### src/design/eptc_ram.sv
// Generic single-port-write, single-read RAM with registered read.
// No dependencies.
`timescale 1ns / 1ps
`default_nettype none
module eptc_ram #(
    parameter int WIDTH = 8,
    parameter int DEPTH = 64
) (
    input  wire                     clk,
    input  wire                     we,
    input  wire [$clog2(DEPTH)-1:0] waddr,
    input  wire [WIDTH-1:0]         wdata,
    input  wire [$clog2(DEPTH)-1:0] raddr,
    output logic [WIDTH-1:0]        rdata
);
    logic [WIDTH-1:0] mem [DEPTH];

    always_ff @(posedge clk)
    begin
        if (we)
        begin
            mem[waddr] <= wdata;
        end
        rdata <= mem[raddr];
    end
endmodule
`default_nettype wire

### config.mk
export PLATFORM = sky130hd
export DESIGN_NAME = eptc_ram
export DESIGN_NICKNAME = d
export VERILOG_FILES = /design/src/design/eptc_ram.sv
export SDC_FILE = /design/constraint.sdc
export NUM_CORES = 1
export LEC_CHECK = 0
export ABC_CLOCK_PERIOD_IN_PS = 2500
export BUFFER_PORTS_ARGS = -buffer_cell sky130_fd_sc_hd__buf_2
export CAP_MARGIN = 20
export CORE_ASPECT_RATIO = 0.8
export CORE_MARGIN = 1.5
export CORE_UTILIZATION = 45
export DETAILED_ROUTE_END_ITERATION = 12
export HOLD_SLACK_MARGIN = 0.03
export PLACE_DENSITY = 0.67
export SLEW_MARGIN = 5
export SYNTH_ARGS = -nofsm -noshare
export SYNTH_HDL_FRONTEND = slang
export SYNTH_SLANG_ARGS = --single-unit
### constraint.sdc
create_clock -name clk -period 2.5 [get_ports clk]
set_input_delay 0.375 -clock clk [delete_from_list [all_inputs] [get_ports clk]]
set_output_delay 0.375 -clock clk [all_outputs]
set_load 0.05 [all_outputs]
==> summary.txt <==
Outcome
  – Status: finished clean

CTS
  – CTS tree: built
  – CTS Buf Count: between 40 and 50
  – CTS Hold Bufs: 0
  – Clk root buf: clkbuf_16
  – CTS Buffer Depth: 3
  – Clk_lat worst skew: roughly 0.57 ns
  – Clock Pin Slew Worst Setup and Hold Paths: 0.06 ns
  – Cts repair resizes: 0
  – CTS sink cnt: 520
  – Max H-tree Level: 2
  – Post-CTS Setup Bufs: 0

Timing
  – Post-route clock period utilization: 86.0%
  – Setup violators final: 0
  – Setup tns final: 0 ns
  – Hold Fails Final Rpt: 0
  – Pins Over Slew Limit: 0
  – RSZ-0062 raised after global routing: no
  – Post-route minimum period: 2.15 ns
  – Worst slew margin: around two fifths
  – Worst Skew: approximately 0.015 ns
  – Worst Tran Pin Value: about 0.9 ns
  – Fmax: about 470 MHz

Setup path
  – Kind of critical path: reg2reg
  – Worst EP required: 2.94 ns
  – CP Launch Type: flop
  – Worst Path Max Fanout: 1
  – Crit path DAT: ~2.6 ns
  – CP endpoint kind: flop

Placed design
  – DP Wirelength: between 30000 and 40000 microns
  – I/O Buffers: 29
  – GP Congestion: 0.837

Drt
  – Drt drc: 0
  – Drt wl/cell: between 20 and 30 microns
  – First drt pass iteration count: 5
  – Via density per instance: 5.75
  – Drt initial violations: about 1100
  – Via count: about 10000
  – Drt total wl: 45700 microns
  – Post-DRT Antenna Nets: 0

Power
  – Worst vdd ir: 524 uV
  – Leak pwr: 7.55 nW
  – Pwr dens: about 760 nW/um^2
  – Power, Total: about 18 mW

Yosys
  – Sequential fraction of the synthesis area: between 70% and 80%
  – Yosys warns: 0
  – Syn nets: between 900 and 1000
  – Cells after Synth: 940
  – Mean Syn Cell Area: 21.5 sq um
  – Number of synthesized flops with an enable pin: between 500 and 600
  – Flops & latches, synth: 520
  – Synth cell types: 40
  – Main synth FF type: edfxtp_1
  – Mapped cell area: approximately 20000 sq um
  – Synth async-reset ratio: 0%

GRT
  – Vias in the first global route: around 10000
  – Global-route usage over all layers: about a fifth
  – Global-route wire length before repair: 67400 microns
  – Grt total ovfl: 0
  – Largest net degree at the start of global routing: 45
  – Initial antenna violation count: 0

Cells and area
  – Fraction of layout instances using a drive strength above 1: between 30% and 40%
  – Area grow syn2layout: 16.1%
  – Nets: ~1100

Die
  – Horiz. Die Dim: 240 microns
  – IO Pins: 30
  – Rows: between 60 and 70
  – Die height: a little under 200 microns
  – Starting density of the core: a little under half
  – Die ar.: roughly 46000 sq um
  – Core area: around 44000 sq um

Run
  – Maxcap violations: 0

Min path
  – Hold crit path type: in2reg
power by group:
group | total (mW) | internal (mW) | switching [mW]
clock network | 7.07 | 4.02 | 3.05
registers | 9.68 | 9.65 | 0.0350
logic | 1.03 | 0.403 | 0.625
total | 17.8 | 14.1 | 3.71
cells in the final DEF, fill, tap and decap left out, drive strengths merged, types with 3 or more instances in the layout:
| cell type | count |
|---|---|
| dfxtp | 8 |
| bufinv | 3 |
| nor2b | 14 |
| o2111ai | 3 |
| mux2 | 13 |
| buf | 165 |
| o221ai | 8 |
| clkinv | 18 |
| mux2i | 23 |
| edfxtp | 512 |
| nor2 | 83 |
| clkbuf | 66 |
| a22oi | 3 |
| nand3b | 3 |
| o2bb2ai | 3 |
| a21oi | 3 |
| a221oi | 6 |
| nand3 | 13 |
| nor3 | 7 |
| nand2b | 7 |
| o21ai | 4 |
| a211oi | 4 |
| nand2 | 19 |
| o22ai | 8 |
| mux4 | 126 |
cells by family after synthesis:
family,Yosys count,synth area share [%]
muxes,162,15.9
and+or+nand+nor,153,3.39
buffers and inverters,51,1.57
DFF,520,77.0
AOI/OAI and AO/OA,54,2.07
critical path: stages, from the launching register on:
cell and delay, ns:
edfxtp_1 0.37, mux4_2 0.47, mux2_2 0.30, o221a_2 0.29, nor3_1 0.44, o32ai_1 0.16
synth_stat cells (all sizes together), types with 6 or more instances:
cell type | n | share of area [%]
edfxtp | 512 | 76
mux4 | 126 | 14
nor2 | 83 | 1.5
buf | 34 | 1.3
mux2i | 23 | 1.1
nand2 | 19 | 0.35
clkbuf | 17 | 0.32
nor2b | 14 | 0.43
mux2 | 13 | 0.73
nand3 | 13 | 0.32
dfxtp | 8 | 0.79
o221ai | 8 | 0.35
o22ai | 8 | 0.25
nand2b | 7 | 0.22
nor3 | 7 | 0.17
a221oi | 6 | 0.26
worst paths after layout:
| path | startpoint | to | slack (ns) | cells after the start |
|---|---|---|---|---|
| max reg2reg | mem[16][4] | rdata[4] | 0.35 | 5 |
| max | mem[16][4] | rdata[4] | 0.35 | 5 |
| min reg2reg | mem[4][7] | rdata[7] | 0.84 | 4 |
| min | wdata[6] | mem[43][6] | 0.18 | 1 |
state kept, by name, indices dropped and copies added, names as in the netlist:
signal,count
mem,512
rdata,8
per-stage QoR:
stage	std cells	setup slack (ns)	utilization [%]	cell area, sq um	hold slack [ns]
finish	1746	0.350	52.9	23400	0.178
detailed placement	1658	-0.0826	49.5	21900	0.749
floorplan	940	0.457	-	20200	0.474
CTS	1745	0.343	52.9	23400	0.152
global placement	1658	-0.0858	49.5	21900	0.738
global route	1745	0.326	52.9	23400	0.175
layout make-up:
class | instances | area (sq um)
fill | 3403 | 20900
sequential | 520 | 15500
multi-input combinational | 369 | 4320
clock buffer | 65 | 1330
timing repair buffer | 166 | 1300
tap | 603 | 754
clock inverter | 22 | 178
antenna | 1 | 2.50
metal layers:
layer	track usage (%)	part of all wire [%]	vias up
li1	-	-	4271
met1	32.3	46	5298
met2	29.1	43	406
met3	3.89	8.2	70
met4	5.94	2.2	0
met5	0	0	-
Power figures use the tool's default switching activity.
